**src/rtl/mra_pkg.sv**
```systemverilog
// types and constants of the modular residue accumulator
package mra_pkg;

    localparam int RES_W = 31;
    localparam int ACT_W = 3;
    localparam int SUM_W = RES_W + 1;

    localparam logic [ACT_W-1:0] ACT_LOAD = 3'd0;
    localparam logic [ACT_W-1:0] ACT_ADD  = 3'd1;
    localparam logic [ACT_W-1:0] ACT_SUB  = 3'd2;
    localparam logic [ACT_W-1:0] ACT_MUL  = 3'd3;
    localparam logic [ACT_W-1:0] ACT_CMP  = 3'd4;

    typedef enum logic [3:0] {
        ST_IDLE,
        ST_OP_RED,
        ST_OP_NEG,
        ST_PRI_RED,
        ST_ARITH,
        ST_MUL_DBL,
        ST_MUL_ADD,
        ST_FINISH
    } state_t;

endpackage

```
**src/rtl/mra_if.sv**
```systemverilog
// handshake channels of the modular residue accumulator

interface mra_req_if #(
    parameter int DATA_WIDTH = 32
);
    import mra_pkg::*;

    logic                         valid;
    logic                         ready;
    logic [ACT_W-1:0]             action;
    logic signed [DATA_WIDTH-1:0] operand;

    modport source (output valid, action, operand, input ready);
    modport sink   (input valid, action, operand, output ready);
endinterface

interface mra_rsp_if;
    import mra_pkg::*;

    logic             valid;
    logic             ready;
    logic [RES_W-1:0] residue;
    logic [RES_W-1:0] prior_residue;
    logic             is_equal;
    logic             is_below;

    modport source (output valid, residue, prior_residue, is_equal, is_below, input ready);
    modport sink   (input valid, residue, prior_residue, is_equal, is_below, output ready);
endinterface

interface mra_cfg_if;
    import mra_pkg::*;

    logic             valid;
    logic             ready;
    logic [RES_W-1:0] modulus;

    modport source (output valid, modulus, input ready);
    modport sink   (input valid, modulus, output ready);
endinterface

```
**src/rtl/modular_residue_accumulator_unit.sv**
```systemverilog
// top level of the modular residue accumulator
//
// Channels: req carries action and signed operand, rsp returns the new residue,
// the prior residue and the compare flags, cfg writes the modulus (0 acts as 1).
// cfg is always ready; write it only while no request is in flight.
// One request is worked at a time; req.ready is high only while the sequencer
// is idle. All reductions go bit by bit through one conditional subtractor:
//   operand reduction     bit by bit, plus a sign fix-up step
//   prior residue reduce  (add, subtract, multiply only)
//   add / subtract        a final add or subtract step
//   multiply              double then add, per operand bit
// The next request can be taken in the same cycle that rsp.valid rises.
// The result sits in an output register, so a new request is taken while it
// waits; if rsp stalls, the next result holds in the final state till the old one is taken.
// Reset: modulus 1, residue 0, no result pending.
module modular_residue_accumulator_unit #(
    parameter int DATA_WIDTH = 32
) (
    input  logic      clk,
    input  logic      rst_n,
    mra_req_if.sink   req,
    mra_rsp_if.source rsp,
    mra_cfg_if.sink   cfg
);
    import mra_pkg::*;

    localparam int SH_W  = (DATA_WIDTH > RES_W) ? DATA_WIDTH : RES_W;
    localparam int CNT_W = $clog2(SH_W);

    state_t             state_reg, state_next;
    logic [CNT_W-1:0]   cnt_reg, cnt_next;
    logic [SH_W-1:0]    sh_reg, sh_next;
    logic [RES_W-1:0]   acc_reg, acc_next;
    logic [RES_W-1:0]   op_reg, op_next;
    logic [RES_W-1:0]   pm_reg, pm_next;
    logic [RES_W-1:0]   m_reg, m_next;
    logic [ACT_W-1:0]   act_reg, act_next;
    logic               neg_reg, neg_next;
    logic [RES_W-1:0]   mod_reg, mod_next;
    logic [RES_W-1:0]   prior_reg, prior_next;
    logic               rsp_valid_reg, rsp_valid_next;
    logic [RES_W-1:0]   res_reg, res_next;
    logic [RES_W-1:0]   rprior_reg, rprior_next;
    logic               eq_reg, eq_next;
    logic               below_reg, below_next;

    logic [DATA_WIDTH-1:0] op_raw;
    logic [DATA_WIDTH-1:0] op_mag;
    logic [RES_W-1:0]      mod_eff;
    logic [SUM_W-1:0]      unit_a;
    logic [RES_W-1:0]      unit_r;
    logic [RES_W-1:0]      now_val;
    logic                  accept;
    logic                  out_free;
    logic                  last_step;

    assign op_raw    = req.operand;
    assign op_mag    = op_raw[DATA_WIDTH-1] ? (~op_raw + DATA_WIDTH'(1)) : op_raw;
    assign mod_eff   = (mod_reg == '0) ? RES_W'(1) : mod_reg;
    assign accept    = req.valid && (state_reg == ST_IDLE);
    assign out_free  = !rsp_valid_reg || rsp.ready;
    assign last_step = (cnt_reg == '0);

    assign req.ready         = (state_reg == ST_IDLE);
    assign cfg.ready         = 1'b1;
    assign rsp.valid         = rsp_valid_reg;
    assign rsp.residue       = res_reg;
    assign rsp.prior_residue = rprior_reg;
    assign rsp.is_equal      = eq_reg;
    assign rsp.is_below      = below_reg;

    mra_csub u_csub (
        .a (unit_a),
        .m (m_reg),
        .r (unit_r)
    );

    always_comb
    begin
        case (state_reg)
            ST_OP_RED, ST_PRI_RED:
                unit_a = {acc_reg, sh_reg[SH_W-1]};
            ST_OP_NEG:
                unit_a = {m_reg, 1'b0} - {1'b0, acc_reg};
            ST_ARITH:
                if (act_reg == ACT_ADD)
                    unit_a = {1'b0, acc_reg} + {1'b0, op_reg};
                else
                    unit_a = {1'b0, acc_reg} + {1'b0, m_reg} - {1'b0, op_reg};
            ST_MUL_DBL:
                unit_a = {acc_reg, 1'b0};
            ST_MUL_ADD:
                unit_a = {1'b0, acc_reg} + {1'b0, pm_reg};
            default:
                unit_a = '0;
        endcase
    end

    always_comb
    begin
        case (act_reg)
            ACT_LOAD:                  now_val = op_reg;
            ACT_ADD, ACT_SUB, ACT_MUL: now_val = acc_reg;
            default:                   now_val = prior_reg;
        endcase
    end

    // next state
    always_comb
    begin
        state_next = state_reg;
        case (state_reg)
            ST_IDLE:
                if (accept)
                    state_next = ST_OP_RED;
            ST_OP_RED:
                if (last_step)
                    state_next = ST_OP_NEG;
            ST_OP_NEG:
                if (act_reg == ACT_ADD || act_reg == ACT_SUB || act_reg == ACT_MUL)
                    state_next = ST_PRI_RED;
                else
                    state_next = ST_FINISH;
            ST_PRI_RED:
                if (last_step)
                    state_next = (act_reg == ACT_MUL) ? ST_MUL_DBL : ST_ARITH;
            ST_ARITH:
                state_next = ST_FINISH;
            ST_MUL_DBL:
                state_next = ST_MUL_ADD;
            ST_MUL_ADD:
                state_next = last_step ? ST_FINISH : ST_MUL_DBL;
            ST_FINISH:
                if (out_free)
                    state_next = ST_IDLE;
            default:
                state_next = ST_IDLE;
        endcase
    end

    // datapath and outputs
    always_comb
    begin
        cnt_next       = cnt_reg;
        sh_next        = sh_reg;
        acc_next       = acc_reg;
        op_next        = op_reg;
        pm_next        = pm_reg;
        m_next         = m_reg;
        act_next       = act_reg;
        neg_next       = neg_reg;
        mod_next       = mod_reg;
        prior_next     = prior_reg;
        rsp_valid_next = rsp_valid_reg;
        res_next       = res_reg;
        rprior_next    = rprior_reg;
        eq_next        = eq_reg;
        below_next     = below_reg;

        if (cfg.valid)
            mod_next = cfg.modulus;

        if (rsp_valid_reg && rsp.ready)
            rsp_valid_next = 1'b0;

        case (state_reg)
            ST_IDLE:
                if (accept)
                begin
                    act_next = req.action;
                    neg_next = op_raw[DATA_WIDTH-1];
                    sh_next  = SH_W'(op_mag) << (SH_W - DATA_WIDTH);
                    acc_next = '0;
                    cnt_next = CNT_W'(DATA_WIDTH - 1);
                    m_next   = mod_eff;
                end
            ST_OP_RED, ST_PRI_RED:
            begin
                sh_next  = sh_reg << 1;
                cnt_next = cnt_reg - CNT_W'(1);
                acc_next = unit_r;
                if (state_reg == ST_PRI_RED && last_step && act_reg == ACT_MUL)
                begin
                    pm_next  = unit_r;
                    acc_next = '0;
                    sh_next  = SH_W'(op_reg) << (SH_W - RES_W);
                    cnt_next = CNT_W'(RES_W - 1);
                end
            end
            ST_OP_NEG:
            begin
                op_next  = (neg_reg && acc_reg != '0) ? unit_r : acc_reg;
                acc_next = '0;
                sh_next  = SH_W'(prior_reg) << (SH_W - RES_W);
                cnt_next = CNT_W'(RES_W - 1);
            end
            ST_ARITH, ST_MUL_DBL:
                acc_next = unit_r;
            ST_MUL_ADD:
            begin
                if (sh_reg[SH_W-1])
                    acc_next = unit_r;
                sh_next  = sh_reg << 1;
                cnt_next = cnt_reg - CNT_W'(1);
            end
            ST_FINISH:
                if (out_free)
                begin
                    rsp_valid_next = 1'b1;
                    res_next       = now_val;
                    rprior_next    = prior_reg;
                    eq_next        = (act_reg == ACT_CMP) && (op_reg == prior_reg);
                    below_next     = (act_reg == ACT_CMP) && (prior_reg < op_reg);
                    prior_next     = now_val;
                end
            default:
            begin
            end
        endcase
    end

    always_ff @(posedge clk or negedge rst_n)
    begin
        if (!rst_n)
        begin
            state_reg     <= ST_IDLE;
            cnt_reg       <= '0;
            mod_reg       <= RES_W'(1);
            prior_reg     <= '0;
            rsp_valid_reg <= 1'b0;
        end
        else
        begin
            state_reg     <= state_next;
            cnt_reg       <= cnt_next;
            mod_reg       <= mod_next;
            prior_reg     <= prior_next;
            rsp_valid_reg <= rsp_valid_next;
        end
    end

    always_ff @(posedge clk)
    begin
        sh_reg     <= sh_next;
        acc_reg    <= acc_next;
        op_reg     <= op_next;
        pm_reg     <= pm_next;
        m_reg      <= m_next;
        act_reg    <= act_next;
        neg_reg    <= neg_next;
        res_reg    <= res_next;
        rprior_reg <= rprior_next;
        eq_reg     <= eq_next;
        below_reg  <= below_next;
    end

endmodule

```
**src/rtl/mra_csub.sv**
```systemverilog
// shared conditional subtract of the modulus, the one reduction unit of the block
module mra_csub (
    input  logic [mra_pkg::SUM_W-1:0] a,
    input  logic [mra_pkg::RES_W-1:0] m,
    output logic [mra_pkg::RES_W-1:0] r
);
    import mra_pkg::*;

    logic [SUM_W:0] diff;

    // a is below 2m wherever the result is used, so one subtract brings it into range
    assign diff = {1'b0, a} - {2'b00, m};
    assign r    = diff[SUM_W] ? a[RES_W-1:0] : diff[RES_W-1:0];

endmodule

```
**src/flat_wrapper.sv**
```systemverilog
// flat-port wrapper written by rule: the top's interface ports become plain ports
module modular_residue_accumulator_unit_flat import mra_pkg::*;
#(
    parameter int DATA_WIDTH = 32
)
  (clk, rst_n, req_valid, req_action, req_operand, req_ready, rsp_valid, rsp_residue, rsp_prior_residue, rsp_is_equal, rsp_is_below, rsp_ready, cfg_valid, cfg_modulus, cfg_ready);
  mra_req_if #(.DATA_WIDTH(DATA_WIDTH)) req_i ();
  mra_rsp_if rsp_i ();
  mra_cfg_if cfg_i ();
  input  logic clk;
  input  logic rst_n;
  input wire logic [$bits(req_i.valid)-1:0] req_valid;
  input wire logic [$bits(req_i.action)-1:0] req_action;
  input wire logic [$bits(req_i.operand)-1:0] req_operand;
  output wire logic [$bits(req_i.ready)-1:0] req_ready;
  output wire logic [$bits(rsp_i.valid)-1:0] rsp_valid;
  output wire logic [$bits(rsp_i.residue)-1:0] rsp_residue;
  output wire logic [$bits(rsp_i.prior_residue)-1:0] rsp_prior_residue;
  output wire logic [$bits(rsp_i.is_equal)-1:0] rsp_is_equal;
  output wire logic [$bits(rsp_i.is_below)-1:0] rsp_is_below;
  input wire logic [$bits(rsp_i.ready)-1:0] rsp_ready;
  input wire logic [$bits(cfg_i.valid)-1:0] cfg_valid;
  input wire logic [$bits(cfg_i.modulus)-1:0] cfg_modulus;
  output wire logic [$bits(cfg_i.ready)-1:0] cfg_ready;
  assign req_i.valid = req_valid;
  assign req_i.action = req_action;
  assign req_i.operand = req_operand;
  assign req_ready = req_i.ready;
  assign rsp_valid = rsp_i.valid;
  assign rsp_residue = rsp_i.residue;
  assign rsp_prior_residue = rsp_i.prior_residue;
  assign rsp_is_equal = rsp_i.is_equal;
  assign rsp_is_below = rsp_i.is_below;
  assign rsp_i.ready = rsp_ready;
  assign cfg_i.valid = cfg_valid;
  assign cfg_i.modulus = cfg_modulus;
  assign cfg_ready = cfg_i.ready;
  modular_residue_accumulator_unit #(.DATA_WIDTH(DATA_WIDTH)) u_core (.clk(clk), .rst_n(rst_n), .req(req_i), .rsp(rsp_i), .cfg(cfg_i));
endmodule
```
**config.mk**
```make
export PLATFORM = sky130hd
export DESIGN_NAME = modular_residue_accumulator_unit_flat
export DESIGN_NICKNAME = d
export VERILOG_FILES = /design/src/rtl/mra_pkg.sv /design/src/rtl/mra_if.sv /design/src/rtl/modular_residue_accumulator_unit.sv /design/src/rtl/mra_csub.sv /design/src/flat_wrapper.sv
export SDC_FILE = /design/constraint.sdc
export NUM_CORES = 1
export LEC_CHECK = 0
export ABC_AREA = 0
export BUFFER_PORTS_ARGS = -buffer_cell sky130_fd_sc_hd__buf_2
export CORE_AREA = 5 5 201 203
export DETAILED_ROUTE_END_ITERATION = 10
export DIE_AREA = 0 0 206 208
export GPL_ROUTABILITY_DRIVEN = 0
export PLACE_DENSITY = 0.81
export SYNTH_ARGS = -nofsm -noshare
export SYNTH_HDL_FRONTEND = slang
export SYNTH_HIERARCHICAL = 1
export SYNTH_SLANG_ARGS = --single-unit
```
**constraint.sdc**
```tcl
create_clock -name clk -period 6.4 [get_ports clk]
set_input_delay 0.32 -clock clk [delete_from_list [all_inputs] [get_ports clk]]
set_output_delay 0.32 -clock clk [all_outputs]
set_load 0.01 [all_outputs]
```
## Word level (Yosys, flattened, before mapping)

Index checks and enable logic that the tools add are counted.

| operators by class | value |
|---|---|
| mux-type cells | 27 |
| bitwise operators | 1 |
| add/subtract/negate cells | 8 |
| equality and inequality tests | 17 |
| reductions and logical operators | 27 |
| order comparisons | 1 |

Operator list:

| cell | number |
|---|---|
| 32-bit case mux with 5 select lines | 1 |
| 31-bit 2-to-1 mux | 5 |
| 31-bit case mux with 5 select lines | 1 |
| 32-bit 2-to-1 mux | 4 |
| 32-bit case mux with 4 select lines | 1 |
| 31-bit by 31-bit adder with 32-bit output | 3 |
| 32-bit by 31-bit subtractor with 32-bit output | 2 |
| 31-bit case mux with 2 select lines | 1 |
| 32-bit by 31-bit subtractor with 33-bit output | 1 |
| 32-bit by 1-bit adder with 32-bit output (second input constant) | 1 |
| 32-bit NOT | 1 |
| 4-bit case mux with 8 select lines | 1 |
| 31-bit equality test | 1 |
| 31-bit logical NOT | 1 |
| 31-bit < comparator | 1 |
| 31-bit nonzero test | 1 |
| 5-bit case mux with 4 select lines | 1 |
| 4-bit by 3-bit equality test with 1-bit output (second input constant) | 4 |
| 4-bit 2-to-1 mux | 4 |
| 5-bit 2-to-1 mux | 2 |
| 2-bit by 1-bit inequality test with 1-bit output (second input constant) | 5 |
| 4-bit by 2-bit equality test with 1-bit output (second input constant) | 2 |
| 2-bit AND reduction | 4 |
| 1-bit logical AND | 7 |
| other kinds (19) | 26 |

| word-level totals | value |
|---|---|
| output and inout bits | 67 |
| register bits | 296 |
| logic and storage cells | 97 |

## Longest topological paths before layout

| logic depth | value |
|---|---|
| depth in word-level cells | 8 |
| depth in mapped cells | 27 |
| mapped depth without buffers | 26 |

## Modules after synthesis

Netlist, hierarchy kept.

By module, submodules not included:

| module | area an instance (µm²) | cells an instance | times used |
|---|---|---|---|
| modular_residue_accumulator_unit | 21,675.8 | 2,203 | 1 |
| mra_csub | 2,084.5 | 303 | 1 |

## Least setup slack after synthesis

Ideal clock, no wire load.

| path | value |
|---|---|
| path kind | register -> register |
| from | reg u_core.acc_reg[1] |
| to | reg u_core.op_reg[27] (data pin) |
| setup slack | 880 ps |
| buffers on the path | 1 |
| library setup time | 260 ps |
| cell stages (with the launch flop) | 24 |
| required time | 6,140 ps |
| arrival time | 5,260 ps |
| cells stage by stage | edfxtp_1 > inv_1 > fa_1 > fa_1 > nand2b_1 > a21oi_1 > o21a_1 > o2111ai_1 > a31oi_1 > o32a_1 > xnor2_1 > o221ai_1 > a21oi_1 > o21ai_0 > ha_1 > and4_1 > and3_1 > a32oi_1 > a21oi_1 > o21ai_1 > a31oi_1 > buf_2 > mux2_2 > mux2_2 |

| between the ends | value |
|---|---|
| cells in the longest elaborated chain, start to end | 7 |
| elaborated cells on any way between the ends | 12 |
| those cells by class | 6 x add/sub; 4 x mux; 2 x reduce/logical |

Ends and longest elaborated chain:

| element | RTL line | text |
|---|---|---|
| start: declaration | modular_residue_accumulator_unit.sv:33 | `logic [RES_W-1:0] acc_reg, acc_next;` |
| start signal: assignment | modular_residue_accumulator_unit.sv:245 | `acc_reg <= acc_next;` |
| 31-bit by 31-bit adder with 32-bit output | modular_residue_accumulator_unit.sv:89 | `unit_a = {1'b0, acc_reg} + {1'b0, m_reg} - {1'b0, op_reg};` |
| 32-bit by 31-bit subtractor with 32-bit output | modular_residue_accumulator_unit.sv:89 |  |
| 32-bit 2-to-1 mux | modular_residue_accumulator_unit.sv:86 | `if (act_reg == ACT_ADD)` |
| 32-bit case mux with 5 select lines (*) | modular_residue_accumulator_unit.sv:80 | `case (state_reg)` |
| via u_core.unit_a[18] | modular_residue_accumulator_unit.sv:50 | `logic [SUM_W-1:0] unit_a;` |
| 32-bit by 31-bit subtractor with 33-bit output (*) | mra_csub.sv:12 | `assign diff = {1'b0, a} - {2'b00, m};` |
| 31-bit 2-to-1 mux (*) | mra_csub.sv:13 | `assign r = diff[SUM_W] ? a[RES_W-1:0] : diff[RES_W-1:0];` |
| via u_core.unit_r[27] | modular_residue_accumulator_unit.sv:51 | `logic [RES_W-1:0] unit_r;` |
| 31-bit 2-to-1 mux (*) | modular_residue_accumulator_unit.sv:192 | `op_next = (neg_reg && acc_reg != '0) ? unit_r : acc_reg;` |
| end signal: assignment | modular_residue_accumulator_unit.sv:246 | `op_reg <= op_next;` |
| end: declaration | modular_residue_accumulator_unit.sv:34 | `logic [RES_W-1:0] op_reg, op_next;` |

Mark *: on every way through the listed nets, which the timed path passes. The rest lies on a longest branch.
A chain may end at the register's enable or synchronous reset.

## Worst setup path after layout

| path | value |
|---|---|
| from | reg u_core.op_reg[11] |
| to | reg u_core.op_reg[3] (data pin) |

| between the ends | value |
|---|---|
| cells in the longest elaborated chain, start to end | 6 |
| elaborated cells on any way between the ends | 7 |
| those cells by class | 3 x add/sub; 4 x mux |

Ends and longest elaborated chain:

| element | RTL line |
|---|---|
| 32-bit by 31-bit subtractor with 32-bit output or 31-bit by 31-bit adder with 32-bit output (tied branches) | modular_residue_accumulator_unit.sv:89, modular_residue_accumulator_unit.sv:87 |
| 32-bit 2-to-1 mux (*) | modular_residue_accumulator_unit.sv:86 |
| 32-bit case mux with 5 select lines (*) | modular_residue_accumulator_unit.sv:80 |
| via u_core.unit_a[26] | modular_residue_accumulator_unit.sv:50 |
| 32-bit by 31-bit subtractor with 33-bit output (*) | mra_csub.sv:12 |
| 31-bit 2-to-1 mux (*) | mra_csub.sv:13 |
| via u_core.unit_r[3] | modular_residue_accumulator_unit.sv:51 |
| 31-bit 2-to-1 mux (*) | modular_residue_accumulator_unit.sv:192 |

Marked as above.

==> flow_metrics.tcl <==
set metrics [dict create \
    outcome "completed" \
    cts_tree "done" \
    min-delay-start "cfg_modulus[29]" \
    path_class "reg2reg" \
    n_fill_cell 2762 \
    start_util 0.621 \
    firstDrtPassIters 6 \
    fin_crit_ns 6.21 \
    antenna_found_initial 0 \
    netlist_area_sq_mm 0.0238 \
    antenna_left 0 \
    n_antenna_cell 0 \
    fin_nets 2978 \
    regArea_sq_mm 0.00850 \
    setup_viol 0 \
    dieHeight_um 208 \
    cts_root_buf "clkbuf_16" \
    synth_seq_cells 295 \
    whs_path_depth 2 \
    worst_slew_pin_slew_ns 1.25 \
    area_growth_pct 12.3 \
    synthesis.nets 2830 \
    clock_sinks 295 \
    critPathCaptureType "flop" \
    hp-class "in2reg" \
    viasPerCell 6.62 \
    num_io_pins 138 \
    avgRoutedWirePerCell_um 22.6 \
    final_cell_mix "inv_1 (237), edfxtp_1 (224), ha_1 (217)" \
    ys.flop_type "edfxtp_1" \
    cpMaxStageDelayCell "fa_1" \
    r2r_setup_slack_ns 0.19 \
    drv_slew 0 \
    dr_total_vias 21200 \
    cts_buffers 34 \
    portBuffers 136 \
    avgSynthCellArea_sq_um 9.48 \
    cts.path.max_buffers 3 \
    synth_edf_count 224 \
    fin_setup_tns_ns 0 \
    multi_input_area_sq_mm 0.0140 \
    ys_seq_area_frac 0.358 \
    startpoint "u_core/op_reg[11]$_DFFE_PP_" \
    layout_commonest_cell "inv_1" \
    startpoint_type "flop" \
    r2r-start "u_core/op_reg[11]$_DFFE_PP_" \
    die_area_sq_mm 0.0428 \
    worstSkewPairLatency_ns 0.55 \
    relSlewSlack 0.162 \
    postSynthCellCount 2506 \
    crit_arrival_ns 6.51 \
    synth_async_sr_flop_share 0.241 \
    reg2regPathDepth 20 \
    fin_crit_sh 0.970 \
    rows 72 \
    overflow 0 \
    layout-drive-gt1-share 0.151 \
    fp.coreArea_sq_mm 0.0383 \
    ys_types 93 \
    grt_max_degree 72 \
    fin_worst_skew_ns 0.0233 \
    htreeDepth 2 \
    min_to "u_core/mod_reg[29]$_DFFE_PN0P_" \
    die-width_um 206 \
    gr-usage-all-layers 0.324 \
    worstPathRequired_ns 6.70 \
    path_cells "fa_1, inv_1, ha_1, and3_1, and3_1, a22oi_1, a31oi_1, o32a_1, a31o_2, a21oi_1, xnor2_1, a211o_1, ha_1, and4_1, and3_1, o21ai_2, a31oi_4, buf_12, mux2_2, mux2_2" \
    clock.fmax_ghz 0.161 \
    drt-initial-drc-count 2795 \
    cp_max_fo 31 \
    grt_pass1_vias 20400 \
    clkTransAtPathRegs_ns 0.06 \
    route.detailed.drc 0 \
    grt_pass1_wl_mm 111 \
    routed_wl_mm 72.1 \
    hpwl_mm 53.2 \
    largest_reg_flops 32 \
    slowest_delay_ns 0.56 \
    max-cap-violations 0 \
    hold_viol 0 \
    synth_warnings 6 \
    crit_top_cell "and3_1" \
    timing.rr.end "u_core/op_reg[3]$_DFFE_PP_" \
]
[cell families after synthesis]
family | Yosys count | share of synthesized area
adders and majority gates | 253 | 0.144
DFF | 295 | 0.358
AOI/OAI and AO/OA | 726 | 0.200
and+or+nand+nor | 579 | 0.118
buffers and inverters | 355 | 0.0577
muxes | 141 | 0.0650
xor gates and xnor gates | 156 | 0.0575
other | 1 | 0.000158
[area by class of cell]
cell class | count | area share
multi-input combinational | 1856 | 0.526
inverter | 241 | 0.0339
timing repair buffer | 226 | 0.0543
clock inverter | 14 | 0.00600
clock buffer | 46 | 0.0371
tap | 518 | 0.0243
sequential | 295 | 0.319
[cells in the mapped netlist (37+ instances only)]
cell / count / area, sq um
inv_1: 239 / 897
edfxtp_1: 224 / 6730
ha_1: 218 / 2730
a21oi_1: 214 / 1070
nand2_1: 166 / 623
o21ai_0: 159 / 796
nor2_1: 154 / 578
mux2_2: 103 / 1160
clkbuf_1: 94 / 353
xnor2_1: 92 / 806
dfrtp_1: 70 / 1750
a21o_1: 66 / 495
xor2_1: 64 / 561
and3_1: 43 / 269
mux2i_1: 37 / 370
nor3_1: 37 / 185
[critical path, delay by kind of cell, from the launching register on]
kind	cells	cell delay, ns
flops	1	0.54
fa+ha+maj	3	1.37
simple gates	4	0.91
buf+inv	2	0.28
mux	2	0.66
xor+xnor	1	0.09
compound gates	8	2.09
[how the worst max path moves through the flow]
stage                                        to  slack (ns)  depth (start not counted)
global placement     u_core/op_reg[3]$_DFFE_PP_        0.33                         22
detailed placement   u_core/op_reg[3]$_DFFE_PP_        0.08                         22
floorplan           u_core/op_reg[27]$_DFFE_PP_        0.88                         23
CTS                 u_core/op_reg[19]$_DFFE_PP_        0.07                         22
finish               u_core/op_reg[3]$_DFFE_PP_        0.19                         20
global route        u_core/op_reg[14]$_DFFE_PP_       -0.03                         28
[stage by stage]
step	area, sq um	setup WS, ns	hold slack, ns	cells	util
2_1_floorplan	23800	0.880	0.0244	2506	-
3_3_place_gp	25100	0.325	0.456	3103	0.657
3_5_place_dp	25100	0.0849	0.462	3103	0.657
4_1_cts	26600	0.0654	0.000340	3194	0.695
5_1_grt	26700	-0.0338	0.0155	3196	0.697
6_report	26700	0.194	0.0230	3196	0.697
[repair_timing]
item	in CTS	in global routing
hold buffers	31	0
endpoints found under the setup margin	0	85
setup buffers	0	2
hold endpoints to repair	86	0
resized for setup	0	18
[layer usage]
metal	vias up	global-route usage	share of wire
met5	-	0	0
met4	0	0.138	0.049
met3	280	0.0765	0.14
met2	1604	0.488	0.43
met1	9860	0.451	0.38
li1	9429	-	-
Power is left out: the tool's default activity adds up to more than one toggle a clock period on the data nets, which glitch-free logic cannot reach.
